--- config.mk ---
export PLATFORM = sky130hd
export DESIGN_NAME = bcd_accumulator_unit
export DESIGN_NICKNAME = d
export VERILOG_FILES = /design/src/bcd_acc_pkg.sv /design/src/bcd_accumulator_unit.sv
export SDC_FILE = /design/constraint.sdc
export NUM_CORES = 1
export LEC_CHECK = 0
export ABC_AREA = 0
export BUFFER_PORTS_ARGS = -buffer_cell sky130_fd_sc_hd__buf_2
export CAP_MARGIN = 10
export CORE_MARGIN = 5
export CORE_UTILIZATION = 51
export CTS_CLUSTER_SIZE = 16
export DETAILED_ROUTE_END_ITERATION = 6
export PLACE_DENSITY = 0.82
export SLEW_MARGIN = 40
export SYNTH_ARGS = -nofsm -noshare
export SYNTH_HDL_FRONTEND = slang
export SYNTH_SLANG_ARGS = --single-unit
--- constraint.sdc ---
create_clock -name clk -period 3.5 [get_ports clk]
set_input_delay 0.525 -clock clk [delete_from_list [all_inputs] [get_ports clk]]
set_output_delay 0.525 -clock clk [all_outputs]
set_load 0.01 [all_outputs]
--- src/bcd_acc_pkg.sv ---
// Shared types and constants for the packed BCD accumulator.
`timescale 1ns / 1ps

package bcd_acc_pkg;

    // Fixed field widths of the word interface
    localparam int VALUE_W    = 64;
    localparam int MODE_W     = 3;
    localparam int COUNT_W    = 5;
    localparam int NIB_W      = 4;

    // Default and largest number of decimal digits held
    localparam int DIGITS_DEF = 16;

    // Decimal constants
    localparam logic [NIB_W-1:0]   DEC_MAX  = 4'd9;
    localparam logic [NIB_W:0]     DEC_BASE = 5'd10;

    // Operation codes; codes six and seven behave as compare
    typedef enum logic [MODE_W-1:0] {
        MODE_LOAD      = 3'd0,
        MODE_ADD       = 3'd1,
        MODE_INC       = 3'd2,
        MODE_SHL       = 3'd3,
        MODE_SHR       = 3'd4,
        MODE_COMPARE   = 3'd5
    } mode_t;

    // Sequencer states
    typedef enum logic [1:0] {
        ST_IDLE,
        ST_SHIFT,
        ST_PASS,
        ST_DONE
    } state_t;

endpackage

--- src/bcd_accumulator_unit.sv ---
// Packed BCD accumulator with digit-serial load, add, increment, shift, compare and digit count.
`timescale 1ns / 1ps

// Usage
//   Input channel (in_valid / in_ready) carries one word: mode, operand and
//   shift_amount. Output channel (out_valid / out_ready) returns one word per
//   input word: value, digit_count, less_than, equal_to, overflow, bad_digit.
//   The block works on one word at a time. A shift mode first moves the
//   accumulator one digit per cycle, min(shift_amount, DIGITS) digits in all;
//   then a single pass walks all DIGITS digits, least significant first, one
//   digit per cycle through the accumulator and operand shift registers,
//   forming the new digit, the carry, the comparison and the digit count.
//   The result sits in an output register, so the next word is accepted while
//   the previous result still waits; a stalled receiver holds the block in its
//   final state only when a second result is ready to go.
//   Reset clears the accumulator to zero and drops any pending result.
module bcd_accumulator_unit #(
    parameter int DIGITS = bcd_acc_pkg::DIGITS_DEF
) (
    input  logic                               clk,
    input  logic                               rst_n,
    input  logic                               in_valid,
    output logic                               in_ready,
    input  logic [bcd_acc_pkg::MODE_W-1:0]     mode,
    input  logic [bcd_acc_pkg::VALUE_W-1:0]    operand,
    input  logic [bcd_acc_pkg::COUNT_W-1:0]    shift_amount,
    output logic                               out_valid,
    input  logic                               out_ready,
    output logic [bcd_acc_pkg::VALUE_W-1:0]    value,
    output logic [bcd_acc_pkg::COUNT_W-1:0]    digit_count,
    output logic                               less_than,
    output logic                               equal_to,
    output logic                               overflow,
    output logic                               bad_digit
);

    localparam int ACC_W = DIGITS * bcd_acc_pkg::NIB_W;
    localparam int NW    = bcd_acc_pkg::NIB_W;
    localparam int CW    = bcd_acc_pkg::COUNT_W;
    localparam logic [CW-1:0] DIG_LAST = CW'(DIGITS - 1);
    localparam logic [CW-1:0] DIG_NUM  = CW'(DIGITS);

    // Sequencer and datapath registers
    bcd_acc_pkg::state_t state_reg, state_next;
    bcd_acc_pkg::mode_t  mode_reg, mode_next;
    logic [ACC_W-1:0]    acc_reg, acc_next;
    logic [ACC_W-1:0]    op_reg, op_next;
    logic [CW-1:0]       shl_cnt_reg, shl_cnt_next;
    logic [CW-1:0]       dig_reg, dig_next;
    logic [CW-1:0]       cnt_reg, cnt_next;
    logic                carry_reg, carry_next;
    logic                lt_reg, lt_next;
    logic                eq_reg, eq_next;
    logic                bad_reg, bad_next;

    // Output word registers
    logic                                   out_valid_reg, out_valid_next;
    logic [bcd_acc_pkg::VALUE_W-1:0]        value_reg, value_next;
    logic [CW-1:0]                          digit_count_reg, digit_count_next;
    logic                                   less_reg, less_next;
    logic                                   equal_reg, equal_next;
    logic                                   overflow_reg, overflow_next;
    logic                                   bad_out_reg, bad_out_next;

    // Per-digit datapath signals
    logic [NW-1:0] op_raw;
    logic [NW-1:0] op_dig;
    logic          op_bad;
    logic [NW-1:0] acc_dig;
    logic [NW:0]   sum;
    logic [NW-1:0] new_dig;
    logic          new_carry;
    logic [CW-1:0] shift_len;
    bcd_acc_pkg::mode_t in_mode;

    assign in_mode   = bcd_acc_pkg::mode_t'(mode);
    assign shift_len = (shift_amount >= DIG_NUM) ? DIG_NUM : shift_amount;

    // Form one result digit from the low digits of accumulator and operand
    always_comb
    begin
        op_raw    = op_reg[NW-1:0];
        op_bad    = (op_raw > bcd_acc_pkg::DEC_MAX);
        op_dig    = op_bad ? bcd_acc_pkg::DEC_MAX : op_raw;
        acc_dig   = acc_reg[NW-1:0];
        sum       = {1'b0, acc_dig} + {4'b0, carry_reg};
        new_dig   = acc_dig;
        new_carry = 1'b0;
        case (mode_reg)
            bcd_acc_pkg::MODE_LOAD:
            begin
                new_dig = op_dig;
            end
            bcd_acc_pkg::MODE_ADD,
            bcd_acc_pkg::MODE_INC:
            begin
                if (mode_reg == bcd_acc_pkg::MODE_ADD)
                begin
                    sum = {1'b0, acc_dig} + {1'b0, op_dig} + {4'b0, carry_reg};
                end
                if (sum > {1'b0, bcd_acc_pkg::DEC_MAX})
                begin
                    new_dig   = NW'(sum - bcd_acc_pkg::DEC_BASE);
                    new_carry = 1'b1;
                end
                else
                begin
                    new_dig = sum[NW-1:0];
                end
            end
            default:
            begin
                new_dig = acc_dig;
            end
        endcase
    end

    // Next state and register updates
    always_comb
    begin
        state_next       = state_reg;
        mode_next        = mode_reg;
        acc_next         = acc_reg;
        op_next          = op_reg;
        shl_cnt_next     = shl_cnt_reg;
        dig_next         = dig_reg;
        cnt_next         = cnt_reg;
        carry_next       = carry_reg;
        lt_next          = lt_reg;
        eq_next          = eq_reg;
        bad_next         = bad_reg;
        out_valid_next   = out_valid_reg && !out_ready;
        value_next       = value_reg;
        digit_count_next = digit_count_reg;
        less_next        = less_reg;
        equal_next       = equal_reg;
        overflow_next    = overflow_reg;
        bad_out_next     = bad_out_reg;
        in_ready         = 1'b0;

        case (state_reg)
            bcd_acc_pkg::ST_IDLE:
            begin
                in_ready = 1'b1;
                if (in_valid)
                begin
                    mode_next  = in_mode;
                    op_next    = operand[ACC_W-1:0];
                    dig_next   = '0;
                    cnt_next   = '0;
                    carry_next = (in_mode == bcd_acc_pkg::MODE_INC);
                    lt_next    = 1'b0;
                    eq_next    = 1'b1;
                    bad_next   = 1'b0;
                    if ((in_mode == bcd_acc_pkg::MODE_SHL ||
                         in_mode == bcd_acc_pkg::MODE_SHR) && shift_len != '0)
                    begin
                        shl_cnt_next = shift_len;
                        state_next   = bcd_acc_pkg::ST_SHIFT;
                    end
                    else
                    begin
                        state_next = bcd_acc_pkg::ST_PASS;
                    end
                end
            end
            bcd_acc_pkg::ST_SHIFT:
            begin
                // Move the accumulator one digit, zero fill
                if (mode_reg == bcd_acc_pkg::MODE_SHL)
                begin
                    acc_next = {acc_reg[ACC_W-NW-1:0], {NW{1'b0}}};
                end
                else
                begin
                    acc_next = {{NW{1'b0}}, acc_reg[ACC_W-1:NW]};
                end
                shl_cnt_next = shl_cnt_reg - 1'b1;
                if (shl_cnt_reg == CW'(1))
                begin
                    state_next = bcd_acc_pkg::ST_PASS;
                end
            end
            bcd_acc_pkg::ST_PASS:
            begin
                // Rotate the new digit in at the top, advance the operand
                acc_next   = {new_dig, acc_reg[ACC_W-1:NW]};
                op_next    = {{NW{1'b0}}, op_reg[ACC_W-1:NW]};
                carry_next = new_carry;
                bad_next   = bad_reg | op_bad;
                if (new_dig != op_dig)
                begin
                    lt_next = (new_dig < op_dig);
                    eq_next = 1'b0;
                end
                if (new_dig != '0)
                begin
                    cnt_next = dig_reg + 1'b1;
                end
                dig_next = dig_reg + 1'b1;
                if (dig_reg == DIG_LAST)
                begin
                    state_next = bcd_acc_pkg::ST_DONE;
                end
            end
            bcd_acc_pkg::ST_DONE:
            begin
                // Hand the word to the output register once it is free
                if (!out_valid_reg || out_ready)
                begin
                    out_valid_next   = 1'b1;
                    value_next       = bcd_acc_pkg::VALUE_W'(acc_reg);
                    digit_count_next = cnt_reg;
                    less_next        = lt_reg;
                    equal_next       = eq_reg;
                    overflow_next    = carry_reg;
                    bad_out_next     = bad_reg;
                    state_next       = bcd_acc_pkg::ST_IDLE;
                end
            end
            default:
            begin
                state_next = bcd_acc_pkg::ST_IDLE;
            end
        endcase
    end

    // Control and state registers
    always_ff @(posedge clk or negedge rst_n)
    begin
        if (!rst_n)
        begin
            state_reg     <= bcd_acc_pkg::ST_IDLE;
            acc_reg       <= '0;
            out_valid_reg <= 1'b0;
            shl_cnt_reg   <= '0;
            dig_reg       <= '0;
        end
        else
        begin
            state_reg     <= state_next;
            acc_reg       <= acc_next;
            out_valid_reg <= out_valid_next;
            shl_cnt_reg   <= shl_cnt_next;
            dig_reg       <= dig_next;
        end
    end

    // Payload registers
    always_ff @(posedge clk)
    begin
        mode_reg        <= mode_next;
        op_reg          <= op_next;
        cnt_reg         <= cnt_next;
        carry_reg       <= carry_next;
        lt_reg          <= lt_next;
        eq_reg          <= eq_next;
        bad_reg         <= bad_next;
        value_reg       <= value_next;
        digit_count_reg <= digit_count_next;
        less_reg        <= less_next;
        equal_reg       <= equal_next;
        overflow_reg    <= overflow_next;
        bad_out_reg     <= bad_out_next;
    end

    assign out_valid   = out_valid_reg;
    assign value       = value_reg;
    assign digit_count = digit_count_reg;
    assign less_than   = less_reg;
    assign equal_to    = equal_reg;
    assign overflow    = overflow_reg;
    assign bad_digit   = bad_out_reg;

    // Every digit written back during the pass is decimal
    assert property (@(posedge clk) disable iff (!rst_n)
        (state_reg == bcd_acc_pkg::ST_PASS) |-> (new_dig <= bcd_acc_pkg::DEC_MAX))
        else $error("non-decimal digit written to accumulator");

    // Overflow can only come from add or increment
    assert property (@(posedge clk) disable iff (!rst_n)
        (state_reg == bcd_acc_pkg::ST_DONE && carry_reg) |->
        (mode_reg == bcd_acc_pkg::MODE_ADD || mode_reg == bcd_acc_pkg::MODE_INC))
        else $error("carry left set by a mode without addition");

    // Less and equal are never both set on a finished word
    assert property (@(posedge clk) disable iff (!rst_n)
        (state_reg == bcd_acc_pkg::ST_DONE) |-> !(lt_reg && eq_reg))
        else $error("comparison flags contradict");

    // The shift phase always has digits left to move and the pass starts at digit zero
    assert property (@(posedge clk) disable iff (!rst_n)
        (state_reg == bcd_acc_pkg::ST_SHIFT) |-> (shl_cnt_reg != '0 && dig_reg == '0))
        else $error("shift phase entered with nothing to shift");

    // A reported digit count never exceeds the width
    assert property (@(posedge clk) disable iff (!rst_n)
        out_valid_reg |-> (digit_count_reg <= DIG_NUM))
        else $error("digit count beyond accumulator width");

endmodule

==> results by stage, run 1 <==
STA:
- The worst path in the final design needs a cycle of 3810 ps, including I/O delays and setup.
- The number of hold-slack violations in the final timing report is 0.
- For the final database, setup skew stands at 11.4 ps.
- On the final layout, the worst hold slack is 51.3 ps.
- The count of pins over their slew limit is 0.
- Setup repair after global routing could not meet its margin everywhere.
- Based on the critical path, the design can be clocked at up to 263 MHz.
- The worst pin sits at a relative slew slack of 0.470.
- The slew at the pin closest to its max-slew limit is 795 ps.
- In the finished design, the share of the clock period the worst path needs comes to 1.09.
- The setup violation total in the final timing report is 8.
- The least setup slack across all paths after layout is -307 ps.

Setup path:
- For the worst setup path, the data required time is 3830 ps.
- The maximum fanout along the worst path is 2.
- STA classifies the critical path endpoint as a register.
- The worst setup path is launched from a register.
- Setup slack on the worst reg-to-reg path comes out at -310 ps.
- The type of the worst setup path is reg2reg.
- The data arrival time of the critical path is 4140 ps.

Cells and area:
- The final cell count without fillers is 1112.
- The area growth from synthesis to layout is 21.4%.
- The final-stage net count is 957.
- The antenna diode instance count is 0.
- With fillers left out, the area of the finished cells amounts to 11700 µm².
- The total of fill cells in the finished design is 1422.
- In the final layout, the share of cells above drive strength 1 is 0.350.

Yosys:
- The number of unique standard cell types used by synthesis is 53.
- The post-synth design cell area is 9630 µm².
- The net count after synthesis is 786.
- The number of enable-type register cells in the synthesized netlist is 149.
- After synthesis, the share of flip-flops with an asynchronous set or reset is 0.341.
- For this run, the number of Yosys warnings is 0.
- The post-synthesis area per instance is 13.9 µm².
- In this run, synthesis produced a sequential element count of 226.
- The post-synthesis sequential area ratio is 0.665.
- The top flip-flop cell by instance count after synthesis is sky130_fd_sc_hd__edfxtp_1.
- The count of mapped cells out of synthesis is 690.

Flow run:
- Max-cap violations in this run came to 0.

Drt:
- The final routed DRC violation total is 0.
- After detailed routing, the average wire length per cell comes to 16.8 µm.
- The detailed-route via count is 5901.
- The detail route stage leaves a number of antenna-violating nets equal to 0.
- The detailed-route wire length is 18.7 mm.
- For this run, the detailed router's first-pass iteration total came to 4.
- In the routed layout, each cell is associated on average with a via count of 5.31.
- The DRC violation total after the first TritonRoute iteration is 297.

Power:
- The relative contribution of sequential cells to total power is 0.412.
- The internal power consumption is 7720 µW.
- Across the VDD grid, the largest voltage drop is 0.475 mV.
- The share of total power dissipated in combinational logic is 0.363.
- The leakage component of the power is 0.00451 µW.
- The power density of the placed cells is 991 nW/µm².
- The clock network fraction of total power is 0.225.
- The switching power total is 3860 µW.
- Of the total power, the share spent switching nets is 0.333.

Placement:
- The placed instances occupy a cell area of 10800 µm².
- Port buffering added 150 buffers.
- The worst setup timing slack at the placement stage is -327 ps.
- After detailed placement, the design holds a cell count of 1069.
- The HPWL after detailed placement is 12.8 mm.
- At the end of routability-driven placement, the weighted congestion stood at 0.848.

Floorplan:
- The row count is 50.
- The boundary pin count is 151.
- The placeable core region is 18600 µm².
- The effective utilization at floorplan is 0.516.
- The die covers 21700 µm².
- The floorplan step set the die height to 147 µm.
- The die is 147 µm wide.

Clocking:
- Clock-pin slew was measured on the worst setup and hold paths at 60 ps.
- The clock tree from TritonCTS is done.
- The maximum clock path buffer count is 3.
- The total number of H-tree levels is 1.
- The number of buffers created by CTS is 23.
- The root buffer selected by CTS is sky130_fd_sc_hd__clkbuf_16.
- The count of clock tree sinks is 226.
- Clock latency on the worst-skew pair, taken at its later pin, is 510 ps.

Global route:
- The first global-routing pass estimated 30.7 mm of wire.
- For this run, the total global-route usage over all layers was measured as 0.172.
- The pin count of the biggest net entering global routing is 78.
- The number of antenna violations at the first check in global routing is 1.
- The leftover overflow at the end of global routing is 0.
- The number of global-route vias before repair is 5955.

Status:
- The run finished, with violations left.
- The final reports fail on negative setup slack.

Hold path:
- The worst hold path belongs to the class in2async.
==> what timing repair did <==
item | in CTS | in global routing
buffers inserted | 1 | 0
gates resized for setup | 1 | 5
pin swaps | 8 | 3
hold buffers | 0 | 0
endpoints found under the setup margin | 8 | 9
==> cells in the final DEF, fill, tap and decap left out, types with 2 or more instances in the layout <==
master / netlist / layout
sky130_fd_sc_hd__a2bb2oi_1: 2 / 2
sky130_fd_sc_hd__and3_1: 2 / 2
sky130_fd_sc_hd__nand2b_1: 7 / 7
sky130_fd_sc_hd__o211ai_1: 4 / 4
sky130_fd_sc_hd__clkinv_2: 0 / 2
sky130_fd_sc_hd__a21oi_1: 77 / 74
sky130_fd_sc_hd__clkinv_1: 0 / 2
sky130_fd_sc_hd__buf_12: 0 / 3
sky130_fd_sc_hd__ha_1: 18 / 15
sky130_fd_sc_hd__nand2_1: 22 / 22
sky130_fd_sc_hd__nand3b_1: 2 / 2
sky130_fd_sc_hd__buf_2: 0 / 149
sky130_fd_sc_hd__xnor2_1: 4 / 3
sky130_fd_sc_hd__a22oi_1: 5 / 5
sky130_fd_sc_hd__a21o_1: 3 / 3
sky130_fd_sc_hd__or4b_2: 2 / 2
sky130_fd_sc_hd__inv_2: 0 / 3
sky130_fd_sc_hd__dfrtp_1: 77 / 77
sky130_fd_sc_hd__nor2b_1: 5 / 5
sky130_fd_sc_hd__a21oi_2: 1 / 4
sky130_fd_sc_hd__ha_2: 0 / 2
sky130_fd_sc_hd__o21ai_0: 12 / 10
sky130_fd_sc_hd__clkbuf_8: 0 / 5
sky130_fd_sc_hd__o22ai_1: 6 / 6
sky130_fd_sc_hd__clkbuf_16: 0 / 23
sky130_fd_sc_hd__and2_1: 3 / 2
sky130_fd_sc_hd__clkbuf_1: 25 / 4
sky130_fd_sc_hd__a211oi_1: 3 / 3
sky130_fd_sc_hd__xor2_1: 3 / 2
sky130_fd_sc_hd__bufinv_16: 0 / 4
sky130_fd_sc_hd__buf_4: 1 / 28
sky130_fd_sc_hd__inv_1: 23 / 20
sky130_fd_sc_hd__fa_2: 0 / 2
sky130_fd_sc_hd__edfxtp_1: 149 / 149
sky130_fd_sc_hd__nor2_1: 68 / 68
sky130_fd_sc_hd__mux2_2: 63 / 63
sky130_fd_sc_hd__mux2i_1: 59 / 58
sky130_fd_sc_hd__nor3_1: 4 / 3
sky130_fd_sc_hd__nand3_1: 7 / 6
==> cell families after synthesis <==
group                      count (synthesis)  synth area share
AOI/OAI and AO/OA                        125            0.0776
xor gates and xnor gates                   7           0.00637
adders and majority gates                 20            0.0276
buffers and inverters                     58            0.0238
DFF                                      226             0.665
muxes                                    122             0.135
and+or+nand+nor                          132            0.0646
==> critical path: stages, from the launching register on <==
cell                       delay [ps]
sky130_fd_sc_hd__edfxtp_1         380
sky130_fd_sc_hd__o21a_1           210
sky130_fd_sc_hd__or2_4            230
sky130_fd_sc_hd__inv_2             60
sky130_fd_sc_hd__fa_2             190
sky130_fd_sc_hd__inv_2             40
sky130_fd_sc_hd__fa_2             360
sky130_fd_sc_hd__xor2_2           190
sky130_fd_sc_hd__mux2i_2          190
sky130_fd_sc_hd__ha_2             220
sky130_fd_sc_hd__o21ai_2           50
sky130_fd_sc_hd__o211a_1          240
sky130_fd_sc_hd__a21oi_2          200
sky130_fd_sc_hd__xnor2_2          150
sky130_fd_sc_hd__a21oi_2           90
sky130_fd_sc_hd__ha_1             290
sky130_fd_sc_hd__a21o_1           180
sky130_fd_sc_hd__nand3_2           80
sky130_fd_sc_hd__a21oi_2           60
sky130_fd_sc_hd__nor4b_2          210
==> power by group through the flow <==
stage	Sequential, µW	Clock (µW)	Combinational (µW)
3_3_place_gp	4800	0	4020
4_1_cts	4790	2650	4180
5_1_grt	4900	2770	4680
2_1_floorplan	4780	0	2810
3_5_place_dp	4830	0	4140
6_report	4780	2610	4200
==> routing by layer <==
metal / wire length, µm / track usage / up-vias
met5: 13 / 0 / -
met4: 485 / 0.0503 / 2
met3: 1520 / 0.0552 / 40
met2: 8870 / 0.284 / 166
met1: 7810 / 0.218 / 2815
li1: - / - / 2878
==> path summary, 6_finish.rpt <==
check,startpoint,cells after the start,end
max in group asynchronous,rst_n,1,acc_reg[2]
hold / removal,rst_n,1,acc_reg[35]
min in group clk,mode[1],1,mode_reg[1]
setup reg to reg,op_reg[1],19,lt_reg
hold reg to reg,cnt_reg[0],0,digit_count[0]
setup / recovery,op_reg[1],19,lt_reg
==> stage by stage <==
stage,setup TNS (ps),utilization,total power [µW]
finish,-1410,0.627,11600
global route,-3070,0.627,12400
global placement,-881,0.580,8820
detailed placement,-1480,0.581,8970
CTS,-1400,0.625,11600
floorplan,-445,-,7590
==> cells in the mapped netlist, drive strengths merged, types with 6 or more instances <==
library cell    n  area share
a21oi          78       0.041
buf            10      0.0051
clkbuf         25      0.0097
dfrtp          77        0.20
edfxtp        149        0.46
ha             18       0.023
inv            23      0.0090
mux2           63       0.074
mux2i          59       0.061
nand2          22      0.0086
nand2b          7      0.0045
nand3           7      0.0036
nor2           68       0.027
o21ai          12      0.0062
o22ai           6      0.0039
==> cell type report <==
class | instances | area, µm² | area share
flip-flops and latches | 226 | 6400 | 0.548
multi-input cells | 406 | 3070 | 0.262
well taps | 234 | 293 | 0.0251
inverters | 23 | 86.3 | 0.00739
clock buffers | 32 | 659 | 0.0564
clock inverters | 10 | 154 | 0.0132
repair buffers | 181 | 1030 | 0.0879
(Power assumes the default switching activity.)
==> run 2: changes to the inputs <==
--- a/config.mk
+++ b/config.mk
@@ -8,6 +8,7 @@
 export ABC_AREA = 0
 export BUFFER_PORTS_ARGS = -buffer_cell sky130_fd_sc_hd__buf_2
 export CAP_MARGIN = 10
+export CORE_ASPECT_RATIO = 1.1
 export CORE_MARGIN = 5
 export CORE_UTILIZATION = 51
 export CTS_CLUSTER_SIZE = 16
==> constraint.sdc (replaced) <==
create_clock -name clk -period 3.3 [get_ports clk]
set_input_delay 0.495 -clock clk [delete_from_list [all_inputs] [get_ports clk]]
set_output_delay 0.495 -clock clk [all_outputs]
set_load 0.01 [all_outputs]
==> run 2 against run 1 <==
The flow still finishes with violations (negative setup slack). Clock power is essentially flat. Global-route usage is essentially flat. Flip-flop and latch count is the same. Power grew 7.7%. Utilization grew 1.0 points. Worst hold slack lost 22 ps. Count of clock-buffer cells in the layout shrank 4. Largest cell class unchanged. Critical path type unchanged. Highest routed layer unchanged. Wire length grew 1.8%. Via count grew 2.2%.
==> results by stage, run 2 (same netlist as run 1, synthesis figures left out) <==
Status:
- Result of the run: finished, violations left (unchanged).
- Violated checks: negative setup slack (unchanged).

STA:
- The maximum clock rate is 260 MHz (was 263 MHz).
- The share of the cycle needed by the critical path after routing is 1.17 (was 1.09).
- The count of pins over their slew limit is 0 (unchanged).
- The final-layout worst hold slack came to 29.6 ps (was 51.3 ps).
- The final clock skew is 6.21 ps (was 11.4 ps).
- Unrepaired setup endpoints after global routing: yes (unchanged).
- The tightest slew margin relative to the limit was 0.522 (was 0.470).
- The least setup slack across all paths after layout is -553 ps (was -307 ps).
- The shortest period the worst path allows is 3850 ps (was 3810 ps).
- The setup violation total in the final timing report is 10 (was 8).
- The final total negative setup slack was -4060 ps (was -1410 ps).
- The number of hold-slack violations in the final timing report came to 0 (unchanged).
- The slew at the pin closest to its max-slew limit was 717 ps (was 795 ps).

Cells and area:
- The final design area excluding fillers is 11800 µm² (was 11700 µm²).
- The antenna diode instance count is 0 (unchanged).
- The area growth from synthesis to layout came to 22.3% (was 21.4%).
- The final cell count without fillers came to 1138 (was 1112).
- The final-stage net count is 975 (was 957).
- Top library cells by usage in the layout, fill and taps aside: sky130_fd_sc_hd__edfxtp_1, sky130_fd_sc_hd__buf_2, sky130_fd_sc_hd__dfrtp_1 (unchanged).
- The share of layout cells above drive strength 1 was 0.360 (was 0.350).

Hold path:
- The kind of path behind the tightest hold check is in2async (unchanged).

Floorplan:
- The vertical die dimension was 154 µm (was 147 µm).
- The row count is 52 (was 50).
- The placeable core region came to 18500 µm² (was 18600 µm²).
- The effective utilization at floorplan is 0.521 (was 0.516).
- The boundary pin count is 151 (unchanged).
- The total die area is 21700 µm² (about the same).
- The die extent in x is 141 µm (was 147 µm).

Setup path:
- The type of the worst setup path was reg2reg (unchanged).
- The maximum fanout along the worst path came to 2 (unchanged).
- The worst path required time is 3620 ps (was 3830 ps).
- The data arrival time of the critical path came to 4170 ps (was 4140 ps).
- The kind of end point of the critical path is a register (unchanged).
- The critical path startpoint category is a register (unchanged).

Global route:
- The global-route usage over all layers is 0.171 (was 0.172).
- The number of antenna violations at the first check in global routing was 1 (unchanged).
- The pin count of the biggest net entering global routing is 130 (was 78).
- The number of global-route vias before repair is 6023 (was 5955).
- The wire length of the first global-routing pass is 30.4 mm (was 30.7 mm).
- The leftover overflow at the end of global routing was 0 (unchanged).

Drt:
- The DRC violation total after the first TritonRoute iteration is 391 (was 297).
- The length of the first detailed-routing pass in iterations is 4 (unchanged).
- The detailed-route via count came to 6031 (was 5901).
- The post-detailed-route via-to-cell ratio is 5.30 (was 5.31).
- The final routed DRC violation total is 0 (unchanged).
- The detailed-route wire length per cell came to 16.7 µm (was 16.8 µm).
- The antenna violation net count after detailed routing was 0 (unchanged).
- The detailed-route wire length came to 19.0 mm (was 18.7 mm).

Clocking:
- The latest clock arrival within the worst-skew pair is 500 ps (was 510 ps).
- The total number of H-tree levels was 1 (unchanged).
- The count of clock tree sinks is 226 (unchanged).
- The maximum clock path buffer count is 3 (unchanged).
- The clock slew seen by the registers of the worst setup and hold paths came to 60 ps (about the same).
- The root buffer selected by CTS is sky130_fd_sc_hd__clkbuf_16 (unchanged).
- The clock tree from TritonCTS is done (unchanged).
- The number of buffers created by CTS came to 23 (unchanged).

Placement:
- The area of placed instances is 10900 µm² (was 10800 µm²).
- The instance count after placement with tap cells included is 1087 (was 1069).
- The detailed placement HPWL is 13.1 mm (was 12.8 mm).
- The global placer's final weighted congestion is 0.883 (was 0.848).
- The count of buffers from port buffering was 150 (unchanged).

Flow run:
- The number of maximum-capacitance violations is 0 (unchanged).

Power:
- The power density of the placed cells came to 1060 nW/µm² (was 991 nW/µm²).
- The maximum resistive drop on vdd is 0.740 mV (was 0.475 mV).
- The leakage component of the power came to 0.00458 µW (was 0.00451 µW).
-- run 2: final cells by class --
cell class              count  area [µm²]
well taps                 243         304
repair buffers            199        1170
fillers                  1375        6710
clock buffers              28         647
flip-flops and latches    226        6400
multi-input cells         406        3050
clock inverters            13         115
inverters                  23        86.3
-- run 2: repair_timing --
action | 4_1_cts | 5_1_grt
gates resized for setup | 1 | 2
setup endpoints to repair | 9 | 11
hold buffers | 0 | 0
buffers inserted | 9 | 2
pin swaps | 9 | 3
-- run 2: path summary, 6_finish.rpt --
path	from	to	slack [ps]	depth (start not counted)
max in group asynchronous	rst_n	acc_reg[11]	2780	1
hold / removal	rst_n	acc_reg[33]	30	1
min in group clk	mode[1]	mode_reg[1]	220	1
setup / recovery	op_reg[2]	lt_reg	-550	19
hold reg to reg	cnt_reg[0]	digit_count[0]	430	0
setup reg to reg	op_reg[2]	lt_reg	-550	19
-- run 2: where the power goes --
part           total, µW  internal, µW  switching [µW]
clock               2580          1550            1030
sequential          5100          4510             586
combinational       4800          2240            2560
-- run 2: worst max-delay path: stages (launching register included) --
cell	delay, ps
sky130_fd_sc_hd__edfxtp_1	380
sky130_fd_sc_hd__o21a_1	210
sky130_fd_sc_hd__or2_4	240
sky130_fd_sc_hd__inv_2	50
sky130_fd_sc_hd__fa_2	190
sky130_fd_sc_hd__inv_2	40
sky130_fd_sc_hd__fa_2	340
sky130_fd_sc_hd__xor2_1	180
sky130_fd_sc_hd__mux2i_1	190
sky130_fd_sc_hd__ha_2	210
sky130_fd_sc_hd__o21ai_1	60
sky130_fd_sc_hd__o211a_1	240
sky130_fd_sc_hd__a21oi_2	220
sky130_fd_sc_hd__xnor2_2	160
sky130_fd_sc_hd__a21oi_2	90
sky130_fd_sc_hd__ha_1	310
sky130_fd_sc_hd__a21o_1	180
sky130_fd_sc_hd__nand3_1	100
sky130_fd_sc_hd__a21oi_2	60
sky130_fd_sc_hd__nor4b_2	230
-- run 2: metal layers --
metal / up-vias / track usage / share of wire
met5: - / 0 / 0.00037
met4: 2 / 0.0540 / 0.028
met3: 43 / 0.0503 / 0.085
met2: 197 / 0.290 / 0.49
met1: 2868 / 0.212 / 0.40
li1: 2921 / - / -
-- run 2: metrics by stage --
step / power [µW] / setup WS (ps) / utilization
floorplan: 8050 / -357 / -
global placement: 9400 / -413 / 0.591
detailed placement: 9580 / -502 / 0.591
CTS: 12500 / -476 / 0.636
global route: 13300 / -784 / 0.637
finish: 12500 / -553 / 0.637
==> run 3: changes to the inputs <==
--- a/config.mk
+++ b/config.mk
@@ -8,12 +8,11 @@
 export ABC_AREA = 0
 export BUFFER_PORTS_ARGS = -buffer_cell sky130_fd_sc_hd__buf_2
 export CAP_MARGIN = 10
-export CORE_ASPECT_RATIO = 1.1
 export CORE_MARGIN = 5
-export CORE_UTILIZATION = 51
+export CORE_UTILIZATION = 35
 export CTS_CLUSTER_SIZE = 16
 export DETAILED_ROUTE_END_ITERATION = 6
-export PLACE_DENSITY = 0.82
+export PLACE_DENSITY = 0.62
 export SLEW_MARGIN = 40
 export SYNTH_ARGS = -nofsm -noshare
 export SYNTH_HDL_FRONTEND = slang
==> run 3 against run 2 <==
The run still ends with negative setup slack left. Final cell count grew 9.4%. Worst setup slack lost 72 ps. Critical path depth shrank 2. Flip-flop and latch count is the same. Non-clock buffer count grew 1. Die area grew 42%. Utilization shrank 20 points. Sequential share of layout area shrank 0.68 points. Sequential power is essentially flat. Fmax shrank 1.8%. Power shrank 0.77%.
==> results by stage, run 3 (same netlist as run 1, synthesis figures left out) <==
Setup path:
- The type of the worst setup path is reg2reg (unchanged).
- The cell at the slowest stage of the critical path is sky130_fd_sc_hd__o41a_1 (was sky130_fd_sc_hd__edfxtp_1).
- The data arrival time of the critical path is 4140 ps (was 4170 ps).
- The worst path required time is 3520 ps (was 3620 ps).
- The kind of end point of the critical path is a register (unchanged).
- The critical path's largest stage delay is 400 ps (was 380 ps).
- The library cell appearing most often on the critical path is sky130_fd_sc_hd__buf_4 (was sky130_fd_sc_hd__a21oi_2).
- The maximum fanout along the worst path is 3 (was 2).
- Critical path, cell by cell: o21a_1 > or2_4 > inv_2 > fa_2 > inv_2 > fa_2 > xor2_1 > mux2i_1 > ha_2 > buf_4 > buf_4 > buf_4 > o41a_1 > o21ai_0 > ha_1 > and4_1 > a21oi_2 (was o21a_1 > or2_4 > inv_2 > fa_2 > inv_2 > fa_2 > xor2_1 > mux2i_1 > ha_2 > o21ai_1 > o211a_1 > a21oi_2 > xnor2_2 > a21oi_2 > ha_1 > a21o_1 > nand3_1 > a21oi_2 > nor4b_2).
- The critical path startpoint category is a register (unchanged).

STA:
- Unrepaired setup endpoints after global routing: yes (unchanged).
- The final total negative setup slack is -4340 ps (was -4060 ps).
- The count of pins over their slew limit is 0 (unchanged).
- The shortest period the worst path allows is 3920 ps (was 3850 ps).
- The slew at the pin closest to its max-slew limit was 758 ps (was 717 ps).
- The final clock skew is 11.8 ps (was 6.21 ps).
- The number of hold-slack violations in the final timing report is 0 (unchanged).
- The share of the cycle needed by the critical path after routing is 1.19 (was 1.17).
- The maximum clock rate is 255 MHz (was 260 MHz).
- The setup violation total in the final timing report is 10 (unchanged).
- The least setup slack across all paths after layout is -625 ps (was -553 ps).
- The tightest slew margin relative to the limit is 0.495 (was 0.522).

Global route:
- The met2 layer usage reported by global route is 0.197 (was 0.290).
- The global routing met3 resource utilization is 0.0454 (was 0.0503).
- The global-route usage over all layers is 0.126 (was 0.171).
- The pin count of the biggest net entering global routing is 78 (was 130).
- The number of antenna violations at the first check in global routing is 7 (was 1).
- The layer with the highest usage after global routing is met2 (unchanged).
- The wire length of the first global-routing pass is 32.0 mm (was 30.4 mm).
- The leftover overflow at the end of global routing was 0 (unchanged).
- The number of global-route vias before repair is 6016 (was 6023).
- The met1 layer usage reported by global route is 0.168 (was 0.212).

Drt:
- The final routed DRC violation total is 0 (unchanged).
- The detailed-route wire length is 19.9 mm (was 19.0 mm).
- The post-detailed-route via-to-cell ratio is 4.79 (was 5.30).
- The detailed-route wire length per cell was 16.0 µm (was 16.7 µm).
- The DRC violation total after the first TritonRoute iteration came to 447 (was 391).
- The length of the first detailed-routing pass in iterations is 4 (unchanged).
- The detailed-route via count is 5961 (was 6031).
- The antenna violation net count after detailed routing was 0 (unchanged).

Floorplan:
- The die extent in x is 176 µm (was 141 µm).
- The row count came to 60 (was 52).
- The vertical die dimension is 176 µm (was 154 µm).
- The placeable core region is 27000 µm² (was 18500 µm²).
- The total die area is 30900 µm² (was 21700 µm²).
- The effective utilization at floorplan is 0.356 (was 0.521).
- The boundary pin count is 151 (unchanged).

Cells and area:
- The post-route core utilization came to 0.441 (was 0.637).
- The register area is 6400 µm² (unchanged).
- The final design area excluding fillers is 11900 µm² (was 11800 µm²).
- The share of layout cells above drive strength 1 is 0.363 (was 0.360).
- The final-stage net count is 978 (was 975).
- The area growth from synthesis to layout was 23.9% (was 22.3%).
- The final cell count without fillers came to 1245 (was 1138).
- The total of fill cells in the finished design is 2510 (was 1375).
- Top library cells by usage in the layout, fill and taps aside: sky130_fd_sc_hd__edfxtp_1, sky130_fd_sc_hd__buf_2, sky130_fd_sc_hd__dfrtp_1 (unchanged).
- The combined area of the multi-input logic cells is 3070 µm² (was 3050 µm²).

Power:
- The leakage component of the power is 0.00459 µW (was 0.00458 µW).
- The power density of the placed cells is 1040 nW/µm² (was 1060 nW/µm²).
- The maximum resistive drop on vdd came to 0.587 mV (was 0.740 mV).

Clocking:
- The number of buffers created by CTS is 25 (was 23).
- The root buffer selected by CTS is sky130_fd_sc_hd__clkbuf_16 (unchanged).
- The clock slew seen by the registers of the worst setup and hold paths is 60 ps (about the same).
- The count of clock tree sinks is 226 (unchanged).
- The latest clock arrival within the worst-skew pair is 520 ps (was 500 ps).
- The total number of H-tree levels is 1 (unchanged).
- The clock tree from TritonCTS is done (unchanged).
- The cts-stage hold buffer count is 0 (unchanged).
- The maximum clock path buffer count is 3 (unchanged).

Flow run:
- The number of maximum-capacitance violations is 0 (unchanged).

Placement:
- The count of buffers from port buffering came to 150 (unchanged).
- The instance count after placement with tap cells included is 1188 (was 1087).
- The global placer's final weighted congestion is 0.838 (was 0.883).
- The area of placed instances is 11100 µm² (was 10900 µm²).
- The detailed placement HPWL is 13.6 mm (was 13.1 mm).

Status:
- Violated checks: negative setup slack (unchanged).
- Result of the run: finished, violations left (unchanged).

Hold path:
- The kind of path behind the tightest hold check is in2async (unchanged).
[run 3: cell types whose count changed in the layout (fill, tap and decap cells not counted), sizes merged]
cell / before / now
buf: 199 / 200
bufinv: 2 / 1
clkbuf: 28 / 30
clkinv: 9 / 13
diode: 0 / 3
[run 3: through the flow]
stage	setup WS (ps)	hold slack [ps]	total power (µW)
after floorplan	-357	199	8050
after global placement	-430	415	9610
after detailed placement	-606	406	9710
after CTS	-564	45.1	12400
after global routing	-803	66.9	13300
final	-625	0.358	12400
[run 3: cell type report]
cell class	instances	share of cell area
Antenna cell	3	0.000630
Clock buffer	30	0.0557
Clock inverter	16	0.00882
Inverter	23	0.00724
Multi-Input combinational cell	406	0.258
Sequential cell	226	0.537
Tap cell	341	0.0358
Timing Repair Buffer	200	0.0971
[run 3: what timing repair did]
item | 4_1_cts | 5_1_grt
hold endpoints to repair | 0 | 0
buffers inserted | 4 | 4
resized for setup | 1 | 2
pin swaps | 4 | 4
setup endpoints to repair | 9 | 11
[run 3: path summary, 6_finish.rpt]
kind / from / to / slack, ps / cells past startpoint
min reg2reg: lt_reg / less_than / 420 / 0
min in group clk: mode[2] / mode_reg[2] / 200 / 1
min: rst_n / acc_reg[46] / 0.4 / 1
max in group asynchronous: rst_n / acc_reg[17] / 2760 / 1
max: op_reg[1] / eq_reg / -620 / 17
max reg2reg: op_reg[1] / eq_reg / -620 / 17
[run 3: critical path, delay by kind of cell (launching register included)]
kind                       cells  cell delay (ps)
AOI/OAI and AO/OA              4              910
and+or+nand+nor                2              460
muxes                          1              130
DFF                            1              390
xor gates and xnor gates       1              210
buffers and inverters          5              470
adders and majority gates      4             1050
[run 3: layer usage]
layer / routed length (µm) / share of wire / vias up
met5: 76 / 0.0038 / -
met4: 474 / 0.024 / 10
met3: 1630 / 0.082 / 46
met2: 8900 / 0.45 / 158
met1: 8860 / 0.44 / 2808
li1: - / - / 2939
[run 3: report_power, final]
| part | internal (µW) | switching (µW) | leakage (µW) |
|---|---|---|---|
| Sequential | 4510 | 565 | 0.00221 |
| Combinational | 2170 | 2530 | 0.00200 |
| Clock | 1510 | 1090 | 0.000384 |
